[src/design/mtpc_pkg.sv]
// ----------------------------------------------------------------------------
// mtpc_pkg
// Shared types and constants for the map tile pixel compositor.
// ----------------------------------------------------------------------------
package mtpc_pkg;

   localparam int TILE_SHIFT_DEF    = 8;
   localparam int MAX_ZOOM_DEF      = 20;
   localparam int MARKER_RADIUS_DEF = 9;
   localparam int RING_WIDTH_DEF    = 3;

   localparam logic [15:0] COLOUR_BG   = 16'h4A69;
   localparam logic [15:0] COLOUR_DOT  = 16'h1B1B;
   localparam logic [15:0] COLOUR_RING = 16'hFFFF;

   localparam logic [1:0] SRC_BG   = 2'd0;
   localparam logic [1:0] SRC_TILE = 2'd1;
   localparam logic [1:0] SRC_RING = 2'd2;
   localparam logic [1:0] SRC_DOT  = 2'd3;

   localparam logic [2:0] REG_VIEW_LEFT     = 3'd0;
   localparam logic [2:0] REG_VIEW_TOP      = 3'd1;
   localparam logic [2:0] REG_ZOOM_LEVEL    = 3'd2;
   localparam logic [2:0] REG_SCREEN_WIDTH  = 3'd3;
   localparam logic [2:0] REG_SCREEN_HEIGHT = 3'd4;
   localparam logic [2:0] REG_VIEW_VALID    = 3'd5;

   localparam logic [10:0] SCREEN_WIDTH_RST  = 11'd800;
   localparam logic [10:0] SCREEN_HEIGHT_RST = 11'd480;

   // load enables for the stages that the marker unit spans
   typedef struct packed {
      logic s2_en;
      logic s3_en;
   } stage_en_type;

endpackage

[src/design/map_tile_pixel_compositor.sv]
// ----------------------------------------------------------------------------
// map_tile_pixel_compositor
// Per-pixel source select for a slippy-map view: tile address, background
// or rider marker.
// ----------------------------------------------------------------------------
// One screen pixel per transfer, one result per pixel, in order. The path is
// four register stages (world add and center offset; tile split and
// squares; range checks and distance compare; output register), and a new
// pixel is taken every cycle while the result side keeps up. Each stage fills
// independently, so bubbles close up under output stall. Configuration
// writes take effect at once and belong only between pixels.
module map_tile_pixel_compositor #(
   parameter int TILE_SHIFT    = mtpc_pkg::TILE_SHIFT_DEF,
   parameter int MAX_ZOOM      = mtpc_pkg::MAX_ZOOM_DEF,
   parameter int MARKER_RADIUS = mtpc_pkg::MARKER_RADIUS_DEF,
   parameter int RING_WIDTH    = mtpc_pkg::RING_WIDTH_DEF
) (
   input  logic        clock,
   input  logic        reset,

   input  logic        csr_we,
   input  logic [2:0]  csr_index,
   input  logic [28:0] csr_wdata,

   input  logic        req_valid,
   output logic        req_ready,
   input  logic [10:0] req_pix_x,
   input  logic [10:0] req_pix_y,

   output logic        rsp_valid,
   input  logic        rsp_ready,
   output logic [1:0]  rsp_source,
   output logic [15:0] rsp_colour,
   output logic [19:0] rsp_tile_col,
   output logic [19:0] rsp_tile_row,
   output logic [7:0]  rsp_tile_off_x,
   output logic [7:0]  rsp_tile_off_y
);

   localparam int OMASK = (1 << TILE_SHIFT) - 1;

   // configuration
   logic signed [28:0] view_left_ff;
   logic signed [28:0] view_top_ff;
   logic [4:0]         zoom_level_ff;
   logic [10:0]        screen_width_ff;
   logic [10:0]        screen_height_ff;
   logic               view_valid_ff;

   always_ff @(posedge clock) begin
      if (reset) begin
         view_left_ff     <= '0;
         view_top_ff      <= '0;
         zoom_level_ff    <= '0;
         screen_width_ff  <= mtpc_pkg::SCREEN_WIDTH_RST;
         screen_height_ff <= mtpc_pkg::SCREEN_HEIGHT_RST;
         view_valid_ff    <= 1'b0;
      end else if (csr_we) begin
         unique case (csr_index)
            mtpc_pkg::REG_VIEW_LEFT:     view_left_ff     <= csr_wdata;
            mtpc_pkg::REG_VIEW_TOP:      view_top_ff      <= csr_wdata;
            mtpc_pkg::REG_ZOOM_LEVEL:    zoom_level_ff    <= csr_wdata[4:0];
            mtpc_pkg::REG_SCREEN_WIDTH:  screen_width_ff  <= csr_wdata[10:0];
            mtpc_pkg::REG_SCREEN_HEIGHT: screen_height_ff <= csr_wdata[10:0];
            mtpc_pkg::REG_VIEW_VALID:    view_valid_ff    <= csr_wdata[0];
            default: ;
         endcase
      end
   end

   // stage handshake
   logic s1_valid_ff;
   logic s2_valid_ff;
   logic s3_valid_ff;
   logic out_valid_ff;
   logic rdy1;
   logic rdy2;
   logic rdy3;
   logic rdy_out;
   mtpc_pkg::stage_en_type stage_en;

   always_comb begin
      rdy_out        = !out_valid_ff || rsp_ready;
      rdy3           = !s3_valid_ff || rdy_out;
      rdy2           = !s2_valid_ff || rdy3;
      rdy1           = !s1_valid_ff || rdy2;
      stage_en.s2_en = rdy2;
      stage_en.s3_en = rdy3;
   end

   assign req_ready = rdy1;
   assign rsp_valid = out_valid_ff;

   always_ff @(posedge clock) begin
      if (reset) begin
         s1_valid_ff  <= 1'b0;
         s2_valid_ff  <= 1'b0;
         s3_valid_ff  <= 1'b0;
         out_valid_ff <= 1'b0;
      end else begin
         if (rdy1)    s1_valid_ff  <= req_valid;
         if (rdy2)    s2_valid_ff  <= s1_valid_ff;
         if (rdy3)    s3_valid_ff  <= s2_valid_ff;
         if (rdy_out) out_valid_ff <= s3_valid_ff;
      end
   end

   // stage 1: world coordinate, center offset, off-screen
   logic signed [29:0] s1_wx_in;
   logic signed [29:0] s1_wy_in;
   logic signed [11:0] s1_dx_in;
   logic signed [11:0] s1_dy_in;
   logic               s1_bg_in;
   logic signed [29:0] s1_wx_ff;
   logic signed [29:0] s1_wy_ff;
   logic signed [11:0] s1_dx_ff;
   logic signed [11:0] s1_dy_ff;
   logic               s1_bg_ff;

   always_comb begin
      s1_wx_in = $signed({view_left_ff[28], view_left_ff}) + $signed({19'd0, req_pix_x});
      s1_wy_in = $signed({view_top_ff[28], view_top_ff}) + $signed({19'd0, req_pix_y});
      s1_dx_in = $signed({1'b0, req_pix_x}) - $signed({2'b00, screen_width_ff[10:1]});
      s1_dy_in = $signed({1'b0, req_pix_y}) - $signed({2'b00, screen_height_ff[10:1]});
      s1_bg_in = !view_valid_ff || (req_pix_x >= screen_width_ff)
                 || (req_pix_y >= screen_height_ff);
   end

   always_ff @(posedge clock) begin
      if (rdy1) begin
         s1_wx_ff <= s1_wx_in;
         s1_wy_ff <= s1_wy_in;
         s1_dx_ff <= s1_dx_in;
         s1_dy_ff <= s1_dy_in;
         s1_bg_ff <= s1_bg_in;
      end
   end

   // stage 2: tile split and zoom clamp
   logic signed [29:0] tx_full;
   logic signed [29:0] ty_full;
   logic [4:0]         s2_zoom_in;
   logic [19:0]        s2_offx_in;
   logic [19:0]        s2_offy_in;
   logic signed [29:0] s2_tx_ff;
   logic signed [29:0] s2_ty_ff;
   logic [4:0]         s2_zoom_ff;
   logic [7:0]         s2_offx_ff;
   logic [7:0]         s2_offy_ff;
   logic               s2_bg_ff;

   always_comb begin
      tx_full    = s1_wx_ff >>> TILE_SHIFT;
      ty_full    = s1_wy_ff >>> TILE_SHIFT;
      s2_zoom_in = (zoom_level_ff > 5'(MAX_ZOOM)) ? 5'(MAX_ZOOM) : zoom_level_ff;
      s2_offx_in = 20'(s1_wx_ff[7:0] & 8'(OMASK));
      s2_offy_in = 20'(s1_wy_ff[7:0] & 8'(OMASK));
   end

   always_ff @(posedge clock) begin
      if (rdy2) begin
         s2_tx_ff   <= tx_full;
         s2_ty_ff   <= ty_full;
         s2_zoom_ff <= s2_zoom_in;
         s2_offx_ff <= s2_offx_in[7:0];
         s2_offy_ff <= s2_offy_in[7:0];
         s2_bg_ff   <= s1_bg_ff;
      end
   end

   // stage 3: row range and column wrap
   logic [31:0] span;
   logic [31:0] tx_ext;
   logic [31:0] ty_ext;
   logic        s3_oob_in;
   logic [31:0] s3_col_in;
   logic        s3_oob_ff;
   logic [19:0] s3_col_ff;
   logic [19:0] s3_row_ff;
   logic [7:0]  s3_offx_ff;
   logic [7:0]  s3_offy_ff;
   logic        s3_bg_ff;

   always_comb begin
      span      = 32'd1 << s2_zoom_ff;
      tx_ext    = 32'(s2_tx_ff);
      ty_ext    = 32'(s2_ty_ff);
      s3_oob_in = s2_ty_ff[29] || (ty_ext >= span);
      s3_col_in = tx_ext & (span - 32'd1);
   end

   always_ff @(posedge clock) begin
      if (rdy3) begin
         s3_oob_ff  <= s3_oob_in;
         s3_col_ff  <= s3_col_in[19:0];
         s3_row_ff  <= ty_ext[19:0];
         s3_offx_ff <= s2_offx_ff;
         s3_offy_ff <= s2_offy_ff;
         s3_bg_ff   <= s2_bg_ff;
      end
   end

   logic marker_hit;
   logic marker_outer;

   mtpc_marker #(
      .MARKER_RADIUS (MARKER_RADIUS),
      .RING_WIDTH    (RING_WIDTH)
   ) u_marker (
      .clock    (clock),
      .stage_en (stage_en),
      .dx       (s1_dx_ff),
      .dy       (s1_dy_ff),
      .hit      (marker_hit),
      .ring     (marker_outer)
   );

   // output stage
   logic [1:0]  source_in;
   logic [15:0] colour_in;
   logic [19:0] col_in;
   logic [19:0] row_in;
   logic [7:0]  offx_in;
   logic [7:0]  offy_in;
   logic [1:0]  source_ff;
   logic [15:0] colour_ff;
   logic [19:0] col_ff;
   logic [19:0] row_ff;
   logic [7:0]  offx_ff;
   logic [7:0]  offy_ff;

   always_comb begin
      source_in = mtpc_pkg::SRC_BG;
      colour_in = mtpc_pkg::COLOUR_BG;
      col_in    = '0;
      row_in    = '0;
      offx_in   = '0;
      offy_in   = '0;
      priority if (s3_bg_ff) begin
         source_in = mtpc_pkg::SRC_BG;
      end else if (marker_hit && marker_outer) begin
         source_in = mtpc_pkg::SRC_RING;
         colour_in = mtpc_pkg::COLOUR_RING;
      end else if (marker_hit) begin
         source_in = mtpc_pkg::SRC_DOT;
         colour_in = mtpc_pkg::COLOUR_DOT;
      end else if (s3_oob_ff) begin
         source_in = mtpc_pkg::SRC_BG;
      end else begin
         source_in = mtpc_pkg::SRC_TILE;
         colour_in = '0;
         col_in    = s3_col_ff;
         row_in    = s3_row_ff;
         offx_in   = s3_offx_ff;
         offy_in   = s3_offy_ff;
      end
   end

   always_ff @(posedge clock) begin
      if (rdy_out) begin
         source_ff <= source_in;
         colour_ff <= colour_in;
         col_ff    <= col_in;
         row_ff    <= row_in;
         offx_ff   <= offx_in;
         offy_ff   <= offy_in;
      end
   end

   assign rsp_source     = source_ff;
   assign rsp_colour     = colour_ff;
   assign rsp_tile_col   = col_ff;
   assign rsp_tile_row   = row_ff;
   assign rsp_tile_off_x = offx_ff;
   assign rsp_tile_off_y = offy_ff;

endmodule

[src/design/mtpc_marker.sv]
// ----------------------------------------------------------------------------
// mtpc_marker
// Marker classifier: distance from screen center, squared, against the
// outer and inner radius. Two register stages, driven by the top's enables.
// ----------------------------------------------------------------------------
module mtpc_marker #(
   parameter int MARKER_RADIUS = mtpc_pkg::MARKER_RADIUS_DEF,
   parameter int RING_WIDTH    = mtpc_pkg::RING_WIDTH_DEF
) (
   input  logic                  clock,
   input  mtpc_pkg::stage_en_type stage_en,
   input  logic signed [11:0]    dx,
   input  logic signed [11:0]    dy,
   output logic                  hit,
   output logic                  ring
);

   localparam int RW    = $clog2(MARKER_RADIUS + 1);
   localparam int SQ_W  = 2 * RW;
   localparam int SUM_W = SQ_W + 1;
   localparam int INNER = (MARKER_RADIUS > RING_WIDTH) ? (MARKER_RADIUS - RING_WIDTH) : 0;
   localparam int R2    = MARKER_RADIUS * MARKER_RADIUS;
   localparam int IN2   = INNER * INNER;

   logic [11:0]      mag_x;
   logic [11:0]      mag_y;
   logic             near_in;
   logic             near_ff;
   logic [SQ_W-1:0]  sqx_in;
   logic [SQ_W-1:0]  sqy_in;
   logic [SQ_W-1:0]  sqx_ff;
   logic [SQ_W-1:0]  sqy_ff;
   logic [SUM_W-1:0] d2;
   logic             hit_in;
   logic             ring_in;
   logic             hit_ff;
   logic             ring_ff;

   always_comb begin
      mag_x   = dx[11] ? 12'(-dx) : 12'(dx);
      mag_y   = dy[11] ? 12'(-dy) : 12'(dy);
      near_in = (mag_x <= 12'(MARKER_RADIUS)) && (mag_y <= 12'(MARKER_RADIUS));
      sqx_in  = SQ_W'(mag_x[RW-1:0]) * SQ_W'(mag_x[RW-1:0]);
      sqy_in  = SQ_W'(mag_y[RW-1:0]) * SQ_W'(mag_y[RW-1:0]);
   end

   always_ff @(posedge clock) begin
      if (stage_en.s2_en) begin
         near_ff <= near_in;
         sqx_ff  <= sqx_in;
         sqy_ff  <= sqy_in;
      end
   end

   always_comb begin
      d2      = SUM_W'(sqx_ff) + SUM_W'(sqy_ff);
      hit_in  = near_ff && (d2 <= SUM_W'(R2));
      ring_in = d2 > SUM_W'(IN2);
   end

   always_ff @(posedge clock) begin
      if (stage_en.s3_en) begin
         hit_ff  <= hit_in;
         ring_ff <= ring_in;
      end
   end

   assign hit  = hit_ff;
   assign ring = ring_ff;

endmodule

[config.mk]
export PLATFORM = sky130hd
export DESIGN_NAME = map_tile_pixel_compositor
export DESIGN_NICKNAME = d
export VERILOG_FILES = /design/src/design/mtpc_pkg.sv /design/src/design/map_tile_pixel_compositor.sv /design/src/design/mtpc_marker.sv
export SDC_FILE = /design/constraint.sdc
export NUM_CORES = 1
export LEC_CHECK = 0
export ABC_CLOCK_PERIOD_IN_PS = 3400
export BUFFER_PORTS_ARGS = -buffer_cell sky130_fd_sc_hd__buf_4
export CAP_MARGIN = 0
export CORE_UTILIZATION = 45
export DETAILED_ROUTE_END_ITERATION = 7
export GPL_TIMING_DRIVEN = 0
export PLACE_DENSITY = 0.73
export SYNTH_ARGS = -nofsm -noshare
export SYNTH_HDL_FRONTEND = slang
export SYNTH_SLANG_ARGS = --single-unit
export TNS_END_PERCENT = 20
[constraint.sdc]
create_clock -name clock -period 3.4 [get_ports clock]
set_input_delay 0.34 -clock clock [delete_from_list [all_inputs] [get_ports clock]]
set_output_delay 0.34 -clock clock [all_outputs]
set_load 0.02 [all_outputs]
### Yosys cells after proc, flatten, opt, wreduce, memory -nomap -nowiden

Cells that the tools add are included.

| cells by class | value |
|---|---|
| bitwise operators | 1 |
| equal/unequal tests | 5 |
| $add $sub $neg | 8 |
| multiplexer cells | 8 |
| shift operators | 1 |
| magnitude comparators | 8 |
| multipliers | 2 |
| reduce and logical (&&, ||, !) cells | 25 |

Operators with widths:

| operator | number |
|---|---|
| $ge A32 B32 Y1 | 1 |
| $shl A1 B5 Y32 const A | 1 |
| $add A29 B12 Y30 | 1 |
| $mux W15 | 2 |
| $add A28 B12 Y28 | 1 |
| $le A12 B4 Y1 const B | 2 |
| $mux W12 | 2 |
| $neg A12 Y12 | 2 |
| $sub A11 B10 Y12 | 2 |
| $ge A11 B11 Y1 | 2 |
| $and A20 B20 Y20 | 1 |
| $sub A20 B1 Y20 const B | 1 |
| $mul A4 B4 Y8 | 2 |
| $mux W16 | 1 |
| $reduce_and A2 Y1 | 6 |
| $add A8 B8 Y9 | 1 |
| $gt A9 B6 Y1 const B | 1 |
| $le A9 B7 Y1 const B | 1 |
| $logic_or A1 B1 Y1 | 7 |
| $eq A3 B2 Y1 const B | 2 |
| $eq A3 B3 Y1 const B | 2 |
| $gt A5 B5 Y1 const B | 1 |
| $logic_not A1 Y1 | 5 |
| $mux W2 | 2 |
| other kinds (7) | 9 |

| word-level totals | value |
|---|---|
| register bits after elaboration | 387 |
| word-level logic and storage cells | 99 |

### Depth between registers and ports, before layout

Gate-level depths: netlist of run 1.

| depth | value |
|---|---|
| depth in word-level cells | 5 |
| gate-level depth with buffers | 12 |

### Modules after synthesis

From an unflattened synthesis of run 1, not the netlist that was laid out.

| second synthesis, totals | value |
|---|---|
| cells, all modules | 1576 |
| area, all modules | 17832.1 um^2 |

By module, submodules not included:

| module | instances | area an instance (um^2) | cells each | seq. area each (um^2) |
|---|---|---|---|---|
| map_tile_pixel_compositor | 1 | 16035.4 | 1384 | 9769.4 |
| mtpc_marker | 1 | 1796.7 | 192 | 510.5 |

### Least setup slack after synthesis of run 1

OpenSTA, ideal clock, no wires.

| timing | value |
|---|---|
| kind | reg-to-reg |
| from | reg out_valid_ff, in the netlist rsp_valid |
| to | reg s1_bg_ff, enable pin |
| path buffers | 0 |
| setup slack | 0.131 ns |
| arrival time | 2.407 ns |
| stages on the path, launching flop included | 4 |
| cell sequence | dfxtp_1 nor2b_1 and3_1 nand2_1 |

| on the way | value |
|---|---|
| longest elaborated chain between the ends | 5 |

Ends and longest elaborated chain:

| element | RTL line | RTL |
|---|---|---|
| start, declared | map_tile_pixel_compositor.sv:75 | `logic out_valid_ff;` |
| start signal, assigned | map_tile_pixel_compositor.sv:104 | `if (rdy_out) out_valid_ff <= s3_valid_ff;` |
| $logic_not A1 Y1 | map_tile_pixel_compositor.sv:83 | `rdy_out = !out_valid_ff \|\| rsp_ready;` |
| $logic_or A1 B1 Y1 | map_tile_pixel_compositor.sv:83 |  |
| $logic_or A1 B1 Y1 | map_tile_pixel_compositor.sv:84 | `rdy3 = !s3_valid_ff \|\| rdy_out;` |
| $logic_or A1 B1 Y1 | map_tile_pixel_compositor.sv:85 | `rdy2 = !s2_valid_ff \|\| rdy3;` |
| $logic_or A1 B1 Y1 | map_tile_pixel_compositor.sv:86 | `rdy1 = !s1_valid_ff \|\| rdy2;` |
| via req_ready | map_tile_pixel_compositor.sv:26 | `output logic req_ready,` |
| end signal, assigned | map_tile_pixel_compositor.sv:135 | `s1_bg_ff <= s1_bg_in;` |
| end, declared | map_tile_pixel_compositor.sv:118 | `logic s1_bg_ff;` |

The timed path passes the listed nets, and every way through them passes these cells.
A chain may end at the register's enable or synchronous reset.

### Worst setup path in the final report of run 1

| timing | value |
|---|---|
| from | reg s2_zoom_ff[2] |
| to | reg s3_oob_ff (data pin) |

| on the way | value |
|---|---|
| longest elaborated chain between the ends | 3 |

Ends and longest elaborated chain:

| element | RTL line | RTL |
|---|---|---|
| start, declared | map_tile_pixel_compositor.sv:147 | `logic [4:0] s2_zoom_ff;` |
| start signal, assigned | map_tile_pixel_compositor.sv:164 | `s2_zoom_ff <= s2_zoom_in;` |
| $shl A1 B5 Y32 | map_tile_pixel_compositor.sv:185 | `span = 32'd1 << s2_zoom_ff;` |
| $ge A32 B32 Y1 | map_tile_pixel_compositor.sv:188 | `s3_oob_in = s2_ty_ff[29] \|\| (ty_ext >= span);` |
| $logic_or A1 B1 Y1 | map_tile_pixel_compositor.sv:188 |  |
| via s3_oob_in | map_tile_pixel_compositor.sv:175 | `logic s3_oob_in;` |
| end signal, assigned | map_tile_pixel_compositor.sv:194 | `s3_oob_ff <= s3_oob_in;` |
| end, declared | map_tile_pixel_compositor.sv:177 | `logic s3_oob_ff;` |

The timed path passes the listed nets, and every way through them passes these cells.

==> out/metrics.cfg, run 1 <==
[critical_path]
endpoint_kind=flop
r2r-start=s2_zoom_ff[2]$_SDFFCE_PN1P_
required_ns=3.64
startpoint=s2_zoom_ff[2]$_SDFFCE_PN1P_
worstPathMaxFanout=10
crit_type=reg2reg
start_kind=flop
cp.arrival_ns=3.43

[final_layout]
nets=1938
drive_gt1_share_pct=13.32
num_antenna_cells=0
stdcell_count=2305
final_cell_area_um2=20870
syn2layout_area_growth_pct=17.46
n_fill_cell=3271

[timing]
finalHoldViolations=0
fin_crit_sh_pct=93.80
rsz0062_at_grt=false
setup_violations=0
fin_crit_ns=3.189
finClkSkew_ns=0.01182
worst_pin_slew_ns=0.8772
fmax_mhz=313.5
slew_violations=0
slew_headroom_pct=41.07
hold_ws_ns=0.06617
setup_slack_ns=0.2107

[floorplanning]
die_h_um=200.7
coreArea_um2=38830
die_area_um2=40270
num_rows=72
start_util_pct=45.75
dieWidth_um=200.7
io_pins=135

[synthesis]
synth-edff-count=283
synthMostInstantiatedCell=edfxtp_1
synth_warnings=0
synth_flop_cell=edfxtp_1
synth_area_leaders=edfxtp_1 (48%), dfxtp_1 (10%), ha_1 (8.2%)
synth_area_um2=17760
ys_async_sr_fraction_pct=0
yosys.area.top_type=edfxtp_1
synth_commonest_cells=edfxtp_1 (283), nand2_1 (237), a21oi_1 (120), ha_1 (117)
ys_types=67
avgSynthCellArea_um2=11.24
synth_nets=1762
yosysSeqAreaShare_pct=57.87
ys_ff_latch=372
syn_inst=1580
synth_top_cell_area_share_pct=47.84

[routing]
drtIter0Drc=854
route.met2.wl_mm=17.53
met1_length_mm=17.91
dr.pass1.iters=6
ant_nets=0
num_vias=12266
drt-total-wl_mm=38.75
wl_met3_mm=2.456
top_layer_used=met4
via_per_inst=5.321
wl_per_cell_um=16.81
drcViolationCount=0

[pwr]
power.density_nw_per_um2=515.4
p_leak_uw=0.008540
max-vdd-ir-drop_mv=0.3166

[placement]
io_buffers=132
placedCellCount=2234
dp_hpwl_mm=29.41
postPlaceCellArea_um2=19500
place.gp.congestion=0.9024
pre_cts_ws_ns=-0.1882

[global_routing]
grt_pass1_vias=11735
grt-ovfl-total=0
antenna_found_initial=0
grt_max_degree=77
grt_pass1_wl_mm=61.64
grt_util_all_layers_pct=19.12

[clock_network]
clk_path_buf_depth=3
cts_buffers=39
cts.sinks=372
cts_max_level=2
root_buffer=clkbuf_16
cts_hold_buf=0
clk_latency_ns=0.53
clkTransAtPathRegs_ns=0.06
cts_tree=built

[run_status]
status=finished, final reports clean

[min_path]
worstHoldPathType=in2reg
hold_start=req_valid

[run]
max_cap_violations=0

cell usage in the layout (no fill, tap or decap), drive strengths merged, types with 5 or more instances in the layout:
| master | Yosys | routed |
|---|---|---|
| edfxtp | 283 | 283 |
| nand2 | 237 | 237 |
| buf | 20 | 156 |
| a21oi | 120 | 120 |
| ha | 117 | 117 |
| clkbuf | 48 | 101 |
| dfxtp | 89 | 89 |
| nor2 | 89 | 89 |
| and2 | 72 | 72 |
| inv | 70 | 71 |
| xnor2 | 64 | 64 |
| o21ai | 51 | 51 |
| nand3 | 29 | 29 |
| nor3 | 28 | 28 |
| nor2b | 25 | 25 |
| and3 | 22 | 22 |
| a21o | 19 | 19 |
| a31oi | 14 | 14 |
| o21a | 14 | 14 |
| o211ai | 13 | 13 |
| xor2 | 12 | 12 |
| nand2b | 11 | 11 |
| clkinv | 0 | 11 |
| nor4 | 10 | 10 |
| a211oi | 9 | 9 |
| nand4 | 9 | 9 |
| a21boi | 9 | 9 |
| mux2i | 7 | 7 |
| nand3b | 7 | 7 |
| o2111ai | 7 | 7 |
| or3 | 7 | 7 |
| a211o | 6 | 6 |
| fa | 6 | 6 |
| nor3b | 6 | 6 |
| bufinv | 0 | 5 |
| or2 | 5 | 5 |
report_power, final:
part           leakage, µW  switching, µW  total [µW]  internal (µW)
Clock             0.000656           1720        4390           2660
Sequential         0.00400            124        5240           5120
Combinational      0.00388            644        1130            483
state kept, by name (all words and copies together) (netlist names), 5 cells and up:
signal,count
screen_height_ff,11
s2_tx_ff,20
view_top_ff,29
rsp_tile_off_y,8
u_marker.sqy_ff,7
rsp_tile_col,20
s3_row_ff,20
s2_ty_ff,22
s1_dy_ff,12
s2_offx_ff,8
s3_offx_ff,8
view_left_ff,28
s1_dx_ff,12
rsp_tile_row,20
zoom_level_ff,5
s3_col_ff,20
s1_wy_ff,30
rsp_tile_off_x,8
s1_wx_ff,28
screen_width_ff,11
u_marker.sqx_ff,7
s2_zoom_ff,5
s2_offy_ff,8
s3_offy_ff,8
metrics by stage:
| step | total power, µW | util (%) | TNS, ns |
|---|---|---|---|
| 2_1_floorplan | 6079 | - | 0 |
| 4_1_cts | 10830 | 53.72 | 0 |
| 5_1_grt | 11160 | 53.74 | 0 |
| 3_5_place_dp | 6452 | 50.23 | -0.1882 |
| 3_3_place_gp | 6398 | 49.97 | -62.71 |
| 6_report | 10750 | 53.74 | 0 |
worst max-delay path, stage by stage, from the launching register on:
cell and delay [ns]:
edfxtp_1 0.39, clkbuf_1 0.35, nand2_1 0.17, nor2_1 0.34
nand2_1 0.11, ha_1 0.34, a221o_1 0.36, a211oi_1 0.19
and2_1 0.14, o311ai_0 0.16, a31oi_1 0.21, o211ai_1 0.15
routing by layer:
layer / vias to the layer above / track usage, %
li1: 6008 / -
met1: 5784 / 26.99
met2: 402 / 30.54
met3: 72 / 2.808
met4: 0 / 5.725
met5: - / 0
final cells by class:
type / instances / area (µm²) / share of cell area (%)
plain buffers: 67 / 311.5 / 1.493
clock buffers: 54 / 1104 / 5.289
clock inverters: 18 / 234.0 / 1.121
inverters: 70 / 265.3 / 1.271
multi-input cells: 1070 / 6945 / 33.29
flip-flops and latches: 372 / 10280 / 49.27
well taps: 518 / 648.1 / 3.106
repair buffers: 136 / 1079 / 5.169
timing repair:
action                                  4_1_cts  5_1_grt
setup buffers                                 0        0
gates resized for setup                       4        5
endpoints found under the setup margin        1        1
cell families after synthesis:
group	synth area share, %
adders and majority gates	8.917
xor gates and xnor gates	3.747
buffers and inverters	3.240
AOI/OAI and AO/OA	10.47
DFF	57.87
muxes	0.3944
and+or+nand+nor	15.37
final timing paths:
check	end	slack, ns	cells after the start
worst max-delay path	s3_oob_ff$_DFFE_PP_	0.21	11
worst min register to register	s2_tx_ff[8]$_DFFE_PP_	0.41	0
worst min-delay path	s1_valid_ff$_SDFFE_PP0P_	0.07	3
worst max register to register	s3_oob_ff$_DFFE_PP_	0.21	11
Note: power is estimated with default switching activity, not from simulation.
==> inputs of run 2 (changes only) <==
--- a/config.mk
+++ b/config.mk
@@ -5,13 +5,15 @@
 export SDC_FILE = /design/constraint.sdc
 export NUM_CORES = 1
 export LEC_CHECK = 0
+export ABC_AREA = 0
 export ABC_CLOCK_PERIOD_IN_PS = 3400
 export BUFFER_PORTS_ARGS = -buffer_cell sky130_fd_sc_hd__buf_4
 export CAP_MARGIN = 0
-export CORE_UTILIZATION = 45
+export CORE_MARGIN = 2
+export CORE_UTILIZATION = 56
 export DETAILED_ROUTE_END_ITERATION = 7
 export GPL_TIMING_DRIVEN = 0
-export PLACE_DENSITY = 0.73
+export PLACE_DENSITY = 0.85
 export SYNTH_ARGS = -nofsm -noshare
 export SYNTH_HDL_FRONTEND = slang
 export SYNTH_SLANG_ARGS = --single-unit
==> out/metrics.cfg, run 2 (synthesis results as in run 1) <==
[timing]
fin_crit_sh_pct=94.21  ; +0.40 points
setup_slack_ns=0.1970  ; -0.01367 ns
worst_pin_slew_ns=0.9788  ; +0.1016 ns
fin_crit_ns=3.203  ; +0.01367 ns
rsz0062_at_grt=false
finalHoldViolations=0  ; unchanged
setup_violations=0  ; unchanged
slew_headroom_pct=34.75  ; -6.3 points
fmax_mhz=312.2  ; -0.43%
finClkSkew_ns=0.01669  ; +0.004868 ns
slew_violations=0  ; unchanged

[pwr]
power.density_nw_per_um2=524.3  ; +1.7%
max-vdd-ir-drop_mv=0.3474  ; +9.7%
combPwrFrac_pct=10.8  ; +0.3 points
intPower_uw=8313  ; +0.61%
p_leak_uw=0.008540  ; about the same
p_clk_share_pct=41.0  ; +0.2 points
switching_power_uw=2546  ; +2.3%
p_sw_share_pct=23.45  ; +0.29 points
seq_power_share_pct=48.2  ; -0.5 points

[global_routing]
antenna_found_initial=1  ; +1
grt_util_all_layers_pct=23.26  ; +4.1 points
grt_pass1_vias=11913  ; +1.5%
grt_pass1_wl_mm=61.05  ; -0.95%
grt_max_degree=80  ; +3.9%
grt-ovfl-total=0  ; unchanged

[run]
max_cap_violations=0  ; unchanged

[floorplanning]
die_area_um2=33160  ; -18%
num_rows=65  ; -9.7%
dieWidth_um=182.1  ; -9.3%
die_h_um=182.1  ; -9.3%
start_util_pct=56.59  ; +11 points
coreArea_um2=31390  ; -19%
io_pins=135  ; unchanged

[critical_path]
cp_slowest_cell=nor2_1
cp_cell_sequence=clkbuf_1 > inv_1 > nor2_1 > nand2_1 > ha_1 > a221o_1 > a211oi_1 > and2_1 > o311ai_0 > a31oi_1 > o211ai_1
endpoint_kind=flop
cpPeakStageDelay_ns=0.39  ; about the same
regToRegSetupSlack_ns=0.20  ; about the same
crit_type=reg2reg
cp.arrival_ns=3.45  ; +0.02 ns
start_kind=flop
worstPathMaxFanout=9  ; -1
required_ns=3.65  ; about the same

[routing]
ant_nets=0  ; unchanged
drcViolationCount=0  ; unchanged
num_vias=12428  ; +1.3%
drtIter0Drc=1209  ; +42%
wl_per_cell_um=17.66  ; +5.1%
dr.pass1.iters=5  ; -1
drt-total-wl_mm=38.61  ; -0.36%
via_per_inst=5.685  ; +6.8%

[clock_network]
cts_tree=built
clk_path_buf_depth=3  ; unchanged
cts_buffers=38  ; -2.6%
clkTransAtPathRegs_ns=0.06  ; about the same
cts_max_level=2  ; unchanged
post_cts_buffers=0  ; unchanged
clk_latency_ns=0.53  ; about the same
root_buffer=clkbuf_16
cts.sinks=372  ; unchanged

[placement]
dp_hpwl_mm=28.60  ; -2.8%
placedCellCount=2117  ; -5.2%
place.gp.congestion=0.9267  ; +2.7%
io_buffers=132  ; unchanged
pre_cts_ws_ns=-0.09078  ; +0.09744 ns
postPlaceCellArea_um2=19340  ; -0.85%

[final_layout]
final_cell_area_um2=20710  ; -0.74%
drive_gt1_share_pct=13.51  ; +0.19 points
largest_register_ffs=30  ; unchanged
utilization_pct=65.98  ; +12 points
nets=1936  ; -0.10%
mostFrequentLayoutCells=edfxtp_1 (283), nand2_1 (235), buf_4 (146)
stdcell_count=2186  ; -5.2%
num_antenna_cells=0  ; unchanged
final_common_cell=edfxtp_1
syn2layout_area_growth_pct=16.59
reg.largest.list=s1_wy_ff x30, view_top_ff x29
n_fill_cell=2285  ; -30%
top_register=s1_wy_ff

[run_status]
status=finished, final reports clean

[min_path]
worstHoldPathType=in2reg

[run 2: path summary, 6_finish.rpt]
| kind | startpoint | to | depth (start not counted) |
|---|---|---|---|
| worst min register to register | s2_offy_ff[0]$_DFFE_PP_ | s3_offy_ff[0]$_DFFE_PP_ | 0 |
| worst max-delay path | s2_zoom_ff[0]$_SDFFCE_PN0P_ | s3_oob_ff$_DFFE_PP_ | 11 |
| worst min-delay path | req_valid | s1_valid_ff$_SDFFE_PP0P_ | 3 |
| worst max register to register | s2_zoom_ff[0]$_SDFFCE_PN0P_ | s3_oob_ff$_DFFE_PP_ | 11 |
[run 2: per-layer routing]
| metal | up-vias | part of all wire [%] | wire length (µm) | GRT usage [%] |
|---|---|---|---|---|
| met5 | - | 0.034 | 13 | 0 |
| met4 | 2 | 3.2 | 1241 | 8.161 |
| met3 | 105 | 8.0 | 3091 | 3.772 |
| met2 | 508 | 46 | 17800 | 38.00 |
| met1 | 5822 | 43 | 16460 | 31.82 |
| li1 | 5991 | - | - | - |
[run 2: what timing repair did]
action,in CTS,in global routing
endpoints found under the setup margin,1,1
hold buffers,0,0
gates cloned,0,0
resized for setup,3,8
hold endpoints to repair,0,0
[run 2: layout make-up]
class,count,area (µm²),area share (%)
Clock buffer,48,1030,4.972
Inverter,70,265.3,1.281
Sequential cell,372,10280,49.63
Buffer,67,312.8,1.510
Timing Repair Buffer,135,1059,5.111
Tap cell,402,503.0,2.428
Clock inverter,22,324.1,1.565
Multi-Input combinational cell,1070,6939,33.50
[run 2: metrics by stage]
stage / hold slack [ns] / total power (µW) / setup TNS (ns)
after floorplan: 0.4003 / 6079 / 0
after global placement: 0.4021 / 6376 / -59.41
after detailed placement: 0.4045 / 6464 / -0.09078
after CTS: 0.06055 / 10880 / 0
after global routing: 0.06077 / 11230 / 0
final: 0.06280 / 10860 / 0
[run 2: power by group through the flow]
stage | sequential, µW | clock (µW) | combinational (µW)
2_1_floorplan | 5300 | 0 | 780
6_report | 5240 | 4450 | 1170
4_1_cts | 5240 | 4490 | 1140
5_1_grt | 5260 | 4690 | 1280
3_5_place_dp | 5330 | 0 | 1130
3_3_place_gp | 5320 | 0 | 1050
[run 2: critical path, delay by kind of cell, from the launching register on]
kind            cells  cell delay [ns]
compound gates      5             1.08
simple gates        3             0.63
buf+inv             2             0.56
flops               1             0.34
fa+ha+maj           1             0.32
==> inputs of run 3 (changes only) <==
--- a/config.mk
+++ b/config.mk
@@ -10,10 +10,10 @@
 export BUFFER_PORTS_ARGS = -buffer_cell sky130_fd_sc_hd__buf_4
 export CAP_MARGIN = 0
 export CORE_MARGIN = 2
-export CORE_UTILIZATION = 56
+export CORE_UTILIZATION = 50
 export DETAILED_ROUTE_END_ITERATION = 7
 export GPL_TIMING_DRIVEN = 0
-export PLACE_DENSITY = 0.85
+export PLACE_DENSITY = 0.78
 export SYNTH_ARGS = -nofsm -noshare
 export SYNTH_HDL_FRONTEND = slang
 export SYNTH_SLANG_ARGS = --single-unit
==> out/metrics.cfg, run 3 (synthesis results as in run 1) <==
[global_routing]
grt_util_all_layers_pct=20.14  ; -3.1 points
grt_util_met2_pct=32.68  ; -5.3 points
gr-usage-met1_pct=28.05  ; -3.8 points
grt_pass1_wl_mm=58.42  ; -4.3%
gr-usage-met3_pct=3.110  ; -0.66 points
grt-ovfl-total=0  ; unchanged
grt_pass1_vias=11353  ; -4.7%
grt_max_degree=77  ; -3.8%
antenna_found_initial=1  ; unchanged
top_usage_layer=met2

[floorplanning]
coreArea_um2=35310  ; +12%
die_area_um2=37050  ; +12%
num_rows=69  ; +6.2%
start_util_pct=50.31  ; -6.3 points
die_h_um=192.5  ; +5.7%
io_pins=135  ; unchanged
dieWidth_um=192.5  ; +5.7%

[clock_network]
clkTransAtPathRegs_ns=0.06  ; about the same
cts_max_level=2  ; unchanged
cts_buffers=38  ; unchanged
cts.sinks=372  ; unchanged
cts_tree=built
clk_path_buf_depth=3  ; unchanged
clk_latency_ns=0.53  ; about the same
root_buffer=clkbuf_16

[placement]
io_buffers=132  ; unchanged
place.gp.congestion=0.9218  ; -0.53%
pre_cts_ws_ns=-0.07222  ; +0.01855 ns
postPlaceCellArea_um2=19430  ; +0.49%
dp_hpwl_mm=28.42  ; -0.65%

[routing]
wl_per_cell_um=16.72  ; -5.3%
drtIter0Drc=919  ; -24%
drt-total-wl_mm=37.56  ; -2.7%
ant_nets=0  ; unchanged
dr.pass1.iters=7  ; +2
drcViolationCount=0  ; unchanged
num_vias=12103  ; -2.6%
via_per_inst=5.389  ; -5.2%

[min_path]
worstHoldPathType=in2reg

[timing]
fin_crit_ns=3.237  ; +0.03382 ns
setup_violations=0  ; unchanged
slew_violations=0  ; unchanged
slew_headroom_pct=45.77  ; +11 points
setup_slack_ns=0.1632  ; -0.03382 ns
worst_pin_slew_ns=0.8072  ; -0.1717 ns
fmax_mhz=308.9  ; -1.0%
finalHoldViolations=0  ; unchanged
hold_ws_ns=0.06312  ; +0.0003208 ns
finClkSkew_ns=0.02026  ; +0.003573 ns
fin_crit_sh_pct=95.20  ; +0.99 points
tns_ns=0  ; unchanged

[final_layout]
reg.largest.list=s1_wy_ff x30, view_top_ff x29
num_antenna_cells=0  ; unchanged
syn2layout_area_growth_pct=16.69  ; about the same
largest_register_ffs=30  ; unchanged
drive_gt1_share_pct=13.33  ; -0.18 points
final_cell_area_um2=20730  ; about the same
top_register=s1_wy_ff
final_common_cell=edfxtp_1
utilization_pct=58.71  ; -7.3 points
nets=1937  ; +0.052%
mostFrequentLayoutCells=edfxtp_1 (283), nand2_1 (235), buf_4 (146)

[critical_path]
crit_type=reg2reg
endpoint_kind=flop
worstPathMaxFanout=10  ; +1
required_ns=3.64  ; about the same
start_kind=flop
cp.arrival_ns=3.48  ; +0.03 ns

[run]
max_cap_violations=0  ; unchanged

[run_status]
status=finished, final reports clean

[pwr]
max-vdd-ir-drop_mv=0.3610  ; +3.9%
p_leak_uw=0.008508  ; -0.38%
power.density_nw_per_um2=510.1  ; -2.7%

==> run 3: cell count changes in the layout (fill, tap and decap cells not counted), sizes merged <==
cell / previous run / this run
bufinv: 7 / 4
clkinvlp: 1 / 4
clkbuf: 95 / 91
inv: 75 / 73
buf: 155 / 156
clkinv: 9 / 15
==> run 3: cell type report <==
type                    count  area [µm²]
clock buffers              44        1025
multi-input cells        1070        6937
fillers                  2849       14580
well taps                 461       576.8
repair buffers            136        1079
flip-flops and latches    372       10280
clock inverters            26       257.7
inverters                  70       265.3
plain buffers              67       310.3
==> run 3: path summary, 6_finish.rpt <==
| path | start | end | slack (ns) | cells past startpoint |
|---|---|---|---|---|
| max | s2_zoom_ff[2]$_SDFFCE_PN1P_ | s3_oob_ff$_DFFE_PP_ | 0.16 | 11 |
| min | req_valid | s1_valid_ff$_SDFFE_PP0P_ | 0.06 | 3 |
| max reg2reg | s2_zoom_ff[2]$_SDFFCE_PN1P_ | s3_oob_ff$_DFFE_PP_ | 0.16 | 11 |
| min reg2reg | s1_wy_ff[9]$_DFFE_PP_ | s2_ty_ff[1]$_DFFE_PP_ | 0.41 | 0 |
==> run 3: worst max-delay path, cell delays in order, from the launching register on <==
cell and delay, ns:
edfxtp_1 0.39, clkbuf_1 0.36, clkbuf_2 0.32, nor3b_2 0.40
nand2_1 0.11, ha_1 0.31, a21o_1 0.18, a31oi_1 0.22
and2_1 0.17, o311ai_0 0.16, a31oi_1 0.20, o211ai_1 0.15
==> run 3: metrics by stage <==
stage | total power, µW | std cells
5_1_grt | 10950 | 2246
3_3_place_gp | 6385 | 2173
6_report | 10570 | 2246
4_1_cts | 10630 | 2247
3_5_place_dp | 6453 | 2177
2_1_floorplan | 6079 | 1580
==> run 3: layer usage <==
layer	vias to the layer above	wire length, µm	share of wire (%)
li1	6008	-	-
met1	5617	16970	45
met2	407	17180	46
met3	71	2502	6.7
met4	0	913	2.4
met5	-	0	0
==> run 3: where the power goes <==
part	internal, µW	total [µW]	switching, µW	leakage [µW]
logic	484	1150	662	0.00388
clock network	2490	4190	1700	0.000628
registers	5120	5240	120	0.00400
total	8090	10600	2490	0.00851
==> run 3: repair_timing <==
action	CTS	global route
pin swaps	0	0
buffers inserted	0	0
endpoints found under the setup margin	1	1
gates resized for setup	2	4
hold buffers	0	0
